### src/sv/kcm_pkg.sv
// ----------------------------------------------------------------------------
// Key chord matcher package
// Sizes, event codes, item and chord register layouts shared by the design.
// ----------------------------------------------------------------------------
`default_nettype none

package kcm_pkg;

    // Sizing of the held key set and the chord table.
    localparam int HELD_MAX   = 8;
    localparam int NUM_CHORDS = 8;
    localparam int REG_COUNT  = 8;
    localparam int CHORD_KEYS = 3;
    localparam int KEY_W      = 16;
    localparam int CNT_W      = $clog2(HELD_MAX + 1);
    localparam int REG_IDX_W  = $clog2(REG_COUNT);
    localparam int CFG_IDX_W  = 8;
    localparam int CHORD_W    = 59;

    // Event kinds; any other code leaves the held set alone.
    localparam logic [1:0] FUNC_DOWN = 2'd0;
    localparam logic [1:0] FUNC_UP   = 2'd1;

    typedef struct packed {
        logic [1:0]       func;
        logic [KEY_W-1:0] key_code;
    } in_item_t;

    typedef struct packed {
        logic       fired;
        logic [7:0] action_code;
        logic       overflow;
        logic [3:0] held_count;
    } out_item_t;

    // One chord register, bit 58 down to bit 0.
    typedef struct packed {
        logic             valid;
        logic [7:0]       code;
        logic [1:0]       count;
        logic [KEY_W-1:0] key2;
        logic [KEY_W-1:0] key1;
        logic [KEY_W-1:0] key0;
    } chord_t;

    // Per-cell update commands.
    typedef struct packed {
        logic append;
        logic shift;
    } cell_ctl_t;

    // Outcome of the chord search.
    typedef struct packed {
        logic       fired;
        logic [7:0] code;
    } match_t;

endpackage

`default_nettype wire

### src/sv/kcm_cell.sv
// ----------------------------------------------------------------------------
// Held key cell
// One slot of the held key row: compares its key with the event key, passes
// the "hit at or below" flag upward and shifts down to close a gap.
// ----------------------------------------------------------------------------
`default_nettype none

module kcm_cell
    import kcm_pkg::*;
(
    input  wire logic             aclk,
    input  wire cell_ctl_t        ctl,
    input  wire logic [KEY_W-1:0] ev_key,
    input  wire logic             occupied,
    input  wire logic             kill_in,
    input  wire logic [KEY_W-1:0] next_key,
    output logic                  kill_out,
    output logic [KEY_W-1:0]      key
);

    logic [KEY_W-1:0] key_reg;
    logic             hit;

    // A released key at or below this slot moves the upper neighbor down.
    assign hit      = occupied && (key_reg == ev_key);
    assign kill_out = kill_in || hit;
    assign key      = key_reg;

    always_ff @(posedge aclk) begin
        if (ctl.append) begin
            key_reg <= ev_key;
        end else if (ctl.shift && kill_out) begin
            key_reg <= next_key;
        end
    end

endmodule

`default_nettype wire

### src/sv/kcm_match.sv
// ----------------------------------------------------------------------------
// Chord search
// Checks every chord entry against the lowest held keys and picks the
// lowest-numbered entry that matches.
// ----------------------------------------------------------------------------
`default_nettype none

module kcm_match
    import kcm_pkg::*;
(
    input  wire logic [CHORD_KEYS-1:0][KEY_W-1:0] held_key,
    input  wire logic [CNT_W-1:0]                 count,
    input  wire chord_t                           chords [NUM_CHORDS],
    output match_t                                result
);

    logic [NUM_CHORDS-1:0] hit;

    // With equal sizes and distinct held keys, every held key being in the
    // chord is the same as the two multisets being equal.
    always_comb begin
        logic all_in;
        logic [1:0] cnt;
        for (int c = 0; c < NUM_CHORDS; c++) begin
            cnt    = chords[c].count;
            all_in = 1'b1;
            for (int j = 0; j < CHORD_KEYS; j++) begin
                if (j < int'(cnt)) begin
                    all_in = all_in &&
                        ((held_key[j] == chords[c].key0) ||
                         ((cnt > 2'd1) && (held_key[j] == chords[c].key1)) ||
                         ((cnt > 2'd2) && (held_key[j] == chords[c].key2)));
                end
            end
            hit[c] = chords[c].valid && (count == CNT_W'(cnt)) && all_in;
        end
    end

    // Priority pick, lowest entry wins.
    always_comb begin
        result = '0;
        for (int c = NUM_CHORDS - 1; c >= 0; c--) begin
            if (hit[c]) begin
                result.fired = 1'b1;
                result.code  = chords[c].code;
            end
        end
    end

endmodule

`default_nettype wire

### src/sv/key_chord_matcher.sv
// ----------------------------------------------------------------------------
// Key chord matcher
// Tracks the set of held keys and fires the first configured chord that
// equals it.
// ----------------------------------------------------------------------------
// Usage:
//   Events enter on s_valid/s_ready with s_data (func, key_code); one result
//   item per event leaves on m_valid/m_ready with m_data (fired, action_code,
//   overflow, held_count).
//   Chords are written on cfg_valid/cfg_ready with cfg_index and cfg_data;
//   cfg_ready is always high and indexes beyond the table are dropped.
//   Write chords only while no event is in flight.
//   Each event passes through capture, then the cell row step that looks
//   up, appends or removes the key, then the chord search over all entries
//   in parallel. The search result is registered in the output register,
//   and no new event is taken until the last one leaves the search step.
//   The output register lets the next event enter while a result waits; if
//   m_ready stays low the second event holds in the search step until the
//   output register frees, and s_ready stays low meanwhile.
//   Reset clears the held count, the chord table and all handshake state;
//   the key cells hold no reset value since slots above the count are unused.
// ----------------------------------------------------------------------------
`default_nettype none

module key_chord_matcher
    import kcm_pkg::*;
(
    input  wire logic                 aclk,
    input  wire logic                 aresetn,
    input  wire logic                 s_valid,
    output logic                      s_ready,
    input  wire in_item_t             s_data,
    output logic                      m_valid,
    input  wire logic                 m_ready,
    output out_item_t                 m_data,
    input  wire logic                 cfg_valid,
    output logic                      cfg_ready,
    input  wire logic [CFG_IDX_W-1:0] cfg_index,
    input  wire logic [CHORD_W-1:0]   cfg_data
);

    typedef enum logic [2:0] {
        ST_IDLE   = 3'b001,
        ST_UPDATE = 3'b010,
        ST_MATCH  = 3'b100
    } state_t;

    state_t                       state_reg, state_next;
    logic [1:0]                   func_reg;
    logic [KEY_W-1:0]             ev_key_reg;
    logic [CNT_W-1:0]             count_reg, count_next;
    logic                         ovf_reg, ovf_next;
    logic                         m_valid_reg, m_valid_next;
    out_item_t                    out_reg;
    chord_t                       chord_reg [REG_COUNT];

    logic [HELD_MAX-1:0][KEY_W-1:0] held_key;
    logic [HELD_MAX-1:0][KEY_W-1:0] next_key;
    logic [HELD_MAX:0]              kill;
    cell_ctl_t                      cell_ctl [HELD_MAX];
    logic                           present;
    logic                           out_free;
    match_t                         match;

    assign s_ready   = (state_reg == ST_IDLE);
    assign cfg_ready = 1'b1;
    assign m_valid   = m_valid_reg;
    assign m_data    = out_reg;
    assign out_free  = !m_valid_reg || m_ready;
    assign present   = kill[HELD_MAX];
    assign kill[0]   = 1'b0;

    // Commands for the cell row during the update step.
    always_comb begin
        for (int k = 0; k < HELD_MAX; k++) begin
            cell_ctl[k].shift  = (state_reg == ST_UPDATE) && (func_reg == FUNC_UP);
            cell_ctl[k].append = (state_reg == ST_UPDATE) && (func_reg == FUNC_DOWN) &&
                                 !present && (count_reg == CNT_W'(k));
        end
    end

    // Row of held key cells, each fed by its upper neighbor.
    for (genvar g = 0; g < HELD_MAX; g++) begin : g_cell
        if (g < HELD_MAX - 1) begin : g_mid
            assign next_key[g] = held_key[g+1];
        end else begin : g_top
            assign next_key[g] = held_key[g];
        end

        kcm_cell u_cell (
            .aclk     (aclk),
            .ctl      (cell_ctl[g]),
            .ev_key   (ev_key_reg),
            .occupied (count_reg > CNT_W'(g)),
            .kill_in  (kill[g]),
            .next_key (next_key[g]),
            .kill_out (kill[g+1]),
            .key      (held_key[g])
        );
    end

    kcm_match u_match (
        .held_key (held_key[CHORD_KEYS-1:0]),
        .count    (count_reg),
        .chords   (chord_reg[0:NUM_CHORDS-1]),
        .result   (match)
    );

    // Sequencer, held count and output register.
    always_comb begin
        state_next   = state_reg;
        count_next   = count_reg;
        ovf_next     = ovf_reg;
        m_valid_next = m_valid_reg;
        if (m_ready) begin
            m_valid_next = 1'b0;
        end
        unique case (state_reg)
            ST_IDLE: begin
                if (s_valid) begin
                    state_next = ST_UPDATE;
                end
            end
            ST_UPDATE: begin
                ovf_next   = 1'b0;
                state_next = ST_MATCH;
                if (func_reg == FUNC_DOWN && !present) begin
                    if (count_reg < CNT_W'(HELD_MAX)) begin
                        count_next = count_reg + CNT_W'(1);
                    end else begin
                        ovf_next = 1'b1;
                    end
                end else if (func_reg == FUNC_UP && present) begin
                    count_next = count_reg - CNT_W'(1);
                end
            end
            ST_MATCH: begin
                if (out_free) begin
                    m_valid_next = 1'b1;
                    state_next   = ST_IDLE;
                    if (match.fired) begin
                        count_next = '0;
                    end
                end
            end
            default: begin
                state_next = ST_IDLE;
            end
        endcase
    end

    always_ff @(posedge aclk) begin
        if (!aresetn) begin
            state_reg   <= ST_IDLE;
            count_reg   <= '0;
            ovf_reg     <= 1'b0;
            m_valid_reg <= 1'b0;
        end else begin
            state_reg   <= state_next;
            count_reg   <= count_next;
            ovf_reg     <= ovf_next;
            m_valid_reg <= m_valid_next;
        end
    end

    // Event capture and result payload.
    always_ff @(posedge aclk) begin
        if (s_valid && s_ready) begin
            func_reg   <= s_data.func;
            ev_key_reg <= s_data.key_code;
        end
        if (state_reg == ST_MATCH && out_free) begin
            out_reg.fired       <= match.fired;
            out_reg.action_code <= match.code;
            out_reg.overflow    <= ovf_reg;
            out_reg.held_count  <= match.fired ? 4'd0 : 4'(count_reg);
        end
    end

    // Chord table writes.
    always_ff @(posedge aclk) begin
        if (!aresetn) begin
            for (int r = 0; r < REG_COUNT; r++) begin
                chord_reg[r] <= '0;
            end
        end else if (cfg_valid && (cfg_index < CFG_IDX_W'(REG_COUNT))) begin
            chord_reg[cfg_index[REG_IDX_W-1:0]] <= chord_t'(cfg_data);
        end
    end

endmodule

`default_nettype wire

### config.mk
export PLATFORM = sky130hd
export DESIGN_NAME = key_chord_matcher
export DESIGN_NICKNAME = d
export VERILOG_FILES = /design/src/sv/kcm_pkg.sv /design/src/sv/kcm_cell.sv /design/src/sv/kcm_match.sv /design/src/sv/key_chord_matcher.sv
export SDC_FILE = /design/constraint.sdc
export NUM_CORES = 2
export LEC_CHECK = 0
export BUFFER_PORTS_ARGS = -buffer_cell sky130_fd_sc_hd__buf_2
export CAP_MARGIN = 20
export CORE_MARGIN = 2
export CORE_UTILIZATION = 40
export DETAILED_ROUTE_END_ITERATION = 16
export PLACE_DENSITY = 0.58
export REMOVE_ABC_BUFFERS = 1
export SKIP_CTS_REPAIR_TIMING = 1
export SYNTH_ARGS = -nofsm -noshare
export SYNTH_HDL_FRONTEND = slang
export SYNTH_SLANG_ARGS = --single-unit
### constraint.sdc
create_clock -name aclk -period 7.85 [get_ports aclk]
set_input_delay 1.1775 -clock aclk [delete_from_list [all_inputs] [get_ports aclk]]
set_output_delay 1.1775 -clock aclk [all_outputs]
set_load 0.02 [all_outputs]
Word level (Yosys, flattened, before mapping) --
Cells that the tools add are included.
Word-level totals: bits of input ports 90, flip-flop bits (word level) 641, output and inout port bits 17, logic and storage cells 469
Cells by class: equal/unequal tests 103, $lt $le $gt $ge 52, reductions and logical operators 182, add/sub/neg operators 2, muxes and demuxes 63, bitwise operators 1
Operators by type and width (count):
- $eq 16x16->1 | 80
- $bwmux 472 | 1
- $mux 16 | 14
- $demux 59 s3 | 1
- $logic_and 1x1->1 | 112
- $mux 9 | 8
- $mux 59 | 1
- $logic_or 1x1->1 | 56
- $eq 4x2->1 | 8
- $lt 1x2->1 const A | 16
- $mux 1 | 29
- $mux 4 | 5
- $eq 4x3->1 const B | 4
- $gt 2x1->1 const B | 8
- $gt 2x2->1 const B | 8
- $gt 4x3->1 const B | 4
- $lt 2x2->1 const A | 8
- $reduce_bool 2->1 | 8
- $pmux 3 s3 | 1
- $eq 4x2->1 const B | 2
- $gt 4x1->1 const B | 2
- $gt 4x2->1 const B | 2
- $lt 8x4->1 const B | 1
- $pmux 4 s2 | 1
- other kinds (20) | 23

Depth between registers and ports, before layout --
depth after elaboration 21, depth in mapped cells 15

By module --
A second synthesis with hierarchy kept.
Second synthesis, totals: cell total of the unflattened synthesis 4612, area, all modules 40281.1 µm²
Modules (own cells, without submodules):
- key_chord_matcher | cells an instance 2251, area each 18263.8 µm², instances 1
- kcm_match | cells an instance 1881, area each 15020.7 µm², instances 1
- kcm_cell | cells an instance 60, area each 874.6 µm², instances 8

Least setup slack after synthesis --
OpenSTA, ideal clock, no wires.
path type reg2reg, from register count_reg[0], to register g_cell[6].u_cell.key_reg[0], enable pin, library setup time 0.411 ns, arrival time 3.436 ns, cell stages (with the launch flop) 13, path buffers 2, data required time 7.439 ns, slack 4.003 ns, cell sequence dfxtp_1 > buf_2 > buf_1 > inv_1 > ha_1 > nor2_1 > a21oi_1 > or3_1 > nor4_1 > nor3_2 > nand3b_4 > nor2_1 > o21ai_0
Between the ends: word-level cells in the longest chain between the ends 13, elaborated cells on any way between the ends 29
Ends and longest elaborated chain:
- start: declaration | RTL line key_chord_matcher.sv:51 | logic [CNT_W-1:0] count_reg, count_next;
- start signal: assignment | RTL line key_chord_matcher.sv:160 | count_reg <= count_next;
- $gt 4x1->1 | RTL line key_chord_matcher.sv:94 | .occupied (count_reg > CNT_W'(g)),
- $logic_and 1x1->1 | RTL line kcm_cell.sv:25 | assign hit = occupied && (key_reg == ev_key);
- $logic_or 1x1->1 (7 in series) | RTL line kcm_cell.sv:26 | assign kill_out = kill_in || hit;
- $logic_not 1->1 | RTL line key_chord_matcher.sv:78 | !present && (count_reg == CNT_W'(k));
- $logic_and 1x1->1 | RTL line key_chord_matcher.sv:77 | cell_ctl[k].append = (state_reg == ST_UPDATE) && (func_reg == FUNC_DOWN) &&
- $logic_and 1x1->1 | RTL line key_chord_matcher.sv:78
- $reduce_bool 2->1 (no line) (*)
- end signal: assignment | RTL line kcm_cell.sv:31 | key_reg <= ev_key;
- end signal: assignment | RTL line kcm_cell.sv:33 | key_reg <= next_key;
- end: declaration | RTL line kcm_cell.sv:21 | logic [KEY_W-1:0] key_reg;
Every way passes the cells marked *; elsewhere a longest branch is shown, timed or not. A chain may end at the register's enable or synchronous reset.

==> metrics.md <==
| Metric | Value |
|---|---|
| Result of the run | complete, no violations |
| Start point of the worst hold path | chord_reg[173]$_SDFFE_PN0P_ |
| Root cell of the clock tree | sky130_fd_sc_hd__clkbuf_16 |
| Crit Path Max Fanout | 16 |
| Detail Placement HPWL | 96.8 mm |
| Starting utilization of the core area | 0.403 |
| Clk Latency, worst-skew pair | 0.66 ns |
| Global placement routability congestion | 0.976 |
| Max-cap viol count | 0 |
| DRT antenna net count | 0 |
| Area of the core region | 0.0984 sq mm |
| Die Width | 319 microns |
| Synthesis-stage register bit count | 641 |
| H-tree depth reported by CTS | 3 |
| Required @ worst endpoint | 8.25 ns |
| Number of library cell types mapped by synthesis | 79 |
| Series of cell instances along the critical path | buf_4, xor2_1, nor4_1, nand4_1, nand4_1, o21ai_0, o32ai_1, nand4_1, o22ai_1, nor3_1, o21bai_1 |
| Number of hold violations in the final report | 0 |
| Number of global-route vias before repair | 32200 |
| Post-Route Setup TNS | 0 ns |
| Syn avg cell area | 8.70 sq um |
| Post-CTS clock slew at the launch and capture registers of the worst setup and hold paths | 0.06 ns |
| Residual DRC count | 0 |
| Count of endpoints failing setup in the final report | 0 |
| RSZ-0062 raised after global routing | false |
| Remaining global-route overflow | 0 |
| Setup WS pre-CTS | 3.43 ns |
| Fillers | 9631 |
| Worst relative slew slack | 0.218 |
| CP startpoint kind | register |
| FF/Latch Area | 0.0144 sq mm |
| Mapped Area | 0.0397 sq mm |
| FF-to-FF Start | g_cell[2].u_cell.key[2]$_DFFE_PP_ |
| Top_reg_cell synth | sky130_fd_sc_hd__dfxtp_1 |
| Ratio of cells with drive above 1 in the final layout | 0.0973 |
| CTS tree | yes |
| Number of synthesized flops with an enable pin | 160 |
| Net count of the finished layout | 4519 |
| Arrival time at the worst endpoint | 5.15 ns |
| Max reg flops | 472 |
| Die Span Y | 319 microns |
| Clock sinks | 641 |
| Antenna violations before repair | 4 |
| Count of synthesis-stage warnings from yosys | 0 |
| Core Rows | 115 |
| Initial drt markers | 4090 |
| Worst voltage drop across the vdd grid | 0.000168 V |
| Class of the most critical setup path | reg2reg |
| Sink of the worst hold path | chord_reg[173]$_SDFFE_PN0P_ |
| Maximum number of pins on one net before global-route repair | 180 |
| Min-delay worst type | reg2reg |
| Fraction of synthesis flops using an asynchronous set or reset pin | 0 |
| Most Frequent Cell on Critical Path | sky130_fd_sc_hd__nand4_1 |
| Worst reg2reg endpoint | m_data[8]$_DFFE_PP_ |
| Instance count along the most critical hold path | 2 |
| Largest clock skew in the final design | 0.0227 ns |
| Count of TritonRoute iterations in the first routing pass | 6 |
| First-pass GRT wire length | 226 mm |
| Number of I/O port buffers | 105 |
| Reg2Reg Setup Slack | 3.10 ns |
| Worst reg2reg path depth | 11 |
| Post-synthesis to final-layout area growth | 8.02% |
| Routed length per placed instance | 27.2 microns |
| Global-route usage over all layers | 0.299 |
| Register area share after synthesis | 0.364 |
| Routed via count | 33800 |
| Number of clock buffers inserted by TritonCTS | 75 |
| Overall routed net length | 157 mm |
| Power per unit of standard cell area | 172 mW/mm^2 |
| Worst-path cell with the longest stage delay | sky130_fd_sc_hd__o32ai_1 |
| Max-slew violations | 0 |
| Area of the multi-input gates | 0.0229 sq mm |
| Slew @ Worst Pin | 1.17 ns |
| Ports placed on the boundary | 107 |
| Critical Path End Type | register |
| Peak per-stage delay on the critical path | 0.97 ns |
| Upper clock frequency limit | 0.211 GHz |
| Ratio of final minimum period to clock period | 0.605 |
| Via count normalized by instance count | 5.86 |
| Max Buffers Root-to-Sink | 3 |
| PnR worst setup slack | 3.10 ns |
| Synthesized instance count | 4560 |
| Die area | 0.102 sq mm |
| Final worst path period need | 4.75 ns |
| Static leakage power | 15.6 nW |
==> cell usage in the layout (no fill, tap or decap), types with 9 or more instances in the layout <==
cell and instances:
sky130_fd_sc_hd__edfxtp_1 160, sky130_fd_sc_hd__o21ai_1 9, sky130_fd_sc_hd__xor2_1 819, sky130_fd_sc_hd__mux2_4 9, sky130_fd_sc_hd__buf_4 95, sky130_fd_sc_hd__clkbuf_1 21
sky130_fd_sc_hd__nand2_1 969, sky130_fd_sc_hd__mux2_2 73, sky130_fd_sc_hd__clkbuf_8 12, sky130_fd_sc_hd__nand3_1 36, sky130_fd_sc_hd__nand4_1 156, sky130_fd_sc_hd__nor4_1 231
sky130_fd_sc_hd__dfxtp_1 481, sky130_fd_sc_hd__inv_1 9, sky130_fd_sc_hd__nor3_1 16, sky130_fd_sc_hd__a21oi_1 481, sky130_fd_sc_hd__xnor2_1 472, sky130_fd_sc_hd__nor2_1 31
sky130_fd_sc_hd__buf_2 106, sky130_fd_sc_hd__clkbuf_16 78, sky130_fd_sc_hd__mux2_1 30
==> critical path: cells and delay by family, from the launching register on <==
family / cells / cell delay (ns)
compound gates: 4 / 1.49
xor+xnor: 1 / 0.13
buf+inv: 1 / 0.57
flops: 1 / 0.96
simple gates: 5 / 1.32
==> synthesized netlist by cell type, types with 25 or more instances <==
cell,number,share of area
sky130_fd_sc_hd__a21oi_1,481,0.061
sky130_fd_sc_hd__buf_2,94,0.012
sky130_fd_sc_hd__buf_4,126,0.024
sky130_fd_sc_hd__buf_6,25,0.0071
sky130_fd_sc_hd__clkbuf_1,154,0.015
sky130_fd_sc_hd__dfxtp_1,481,0.24
sky130_fd_sc_hd__edfxtp_1,160,0.12
sky130_fd_sc_hd__mux2_1,30,0.0085
sky130_fd_sc_hd__mux2_2,73,0.021
sky130_fd_sc_hd__nand2_1,971,0.092
sky130_fd_sc_hd__nand3_1,38,0.0048
sky130_fd_sc_hd__nand4_1,156,0.025
sky130_fd_sc_hd__nor2_1,31,0.0029
sky130_fd_sc_hd__nor4_1,232,0.037
sky130_fd_sc_hd__xnor2_1,472,0.10
sky130_fd_sc_hd__xor2_1,819,0.18
==> worst max path at each step <==
stage / depth (start not counted) / slack [ns] / to / start
after floorplan: 5 / 1.31 / chord_reg[236]$_SDFFE_PN0P_ / cfg_index[7]
after global placement: 11 / 3.11 / m_data[12]$_DFFE_PP_ / g_cell[1].u_cell.key[1]$_DFFE_PP_
after detailed placement: 12 / 3.43 / m_data[5]$_DFFE_PP_ / g_cell[0].u_cell.key[0]$_DFFE_PP_
after CTS: 12 / 3.43 / m_data[7]$_DFFE_PP_ / g_cell[0].u_cell.key[0]$_DFFE_PP_
after global routing: 11 / 3.00 / m_data[6]$_DFFE_PP_ / g_cell[0].u_cell.key[15]$_DFFE_PP_
final: 11 / 3.10 / m_data[8]$_DFFE_PP_ / g_cell[2].u_cell.key[2]$_DFFE_PP_
==> report_power, final <==
group          internal, mW  switching, mW
Sequential             3.38         0.0335
Combinational        0.0662          0.200
Clock                  2.21           1.49
==> logic make-up (layout without fill, tap and decap cells) <==
logic type | Yosys count | in the layout | share of synthesized area
xor gates and xnor gates | 1291 | 1291 | 0.285
AOI/OAI and AO/OA | 569 | 569 | 0.0779
adders and majority gates | 4 | 4 | 0.00126
buffers and inverters | 426 | 348 | 0.0606
and+or+nand+nor | 1510 | 1510 | 0.177
DFF | 641 | 641 | 0.364
other | 1 | 3 | 0.0000945
muxes | 118 | 118 | 0.0341
==> layer usage <==
layer	global-route usage	wire length, microns
met5	0	23
met4	0.164	10300
met3	0.0641	16700
met2	0.459	67600
met1	0.392	62300
==> per-stage QoR <==
step	instance area (sq um)	hold slack (ns)	utilization	total power, mW	cells
after floorplan	37300	0.408	-	3.58	4144
after global placement	40300	0.422	0.409	3.75	5633
after detailed placement	40300	0.447	0.409	3.75	5634
after CTS	42800	0.456	0.435	7.42	5768
after global routing	42900	0.473	0.436	7.56	5770
final	42900	0.455	0.436	7.38	5771
==> layout make-up <==
| type | count | share of cell area |
|---|---|---|
| clock buffers | 111 | 0.0512 |
| flip-flops and latches | 641 | 0.337 |
| repair buffers | 204 | 0.0306 |
| clock inverters | 23 | 0.00844 |
| multi-input cells | 3493 | 0.534 |
| inverters | 10 | 0.00105 |
| diodes | 2 | 0.000117 |
| well taps | 1287 | 0.0376 |
Power figures use the tool's default switching activity.
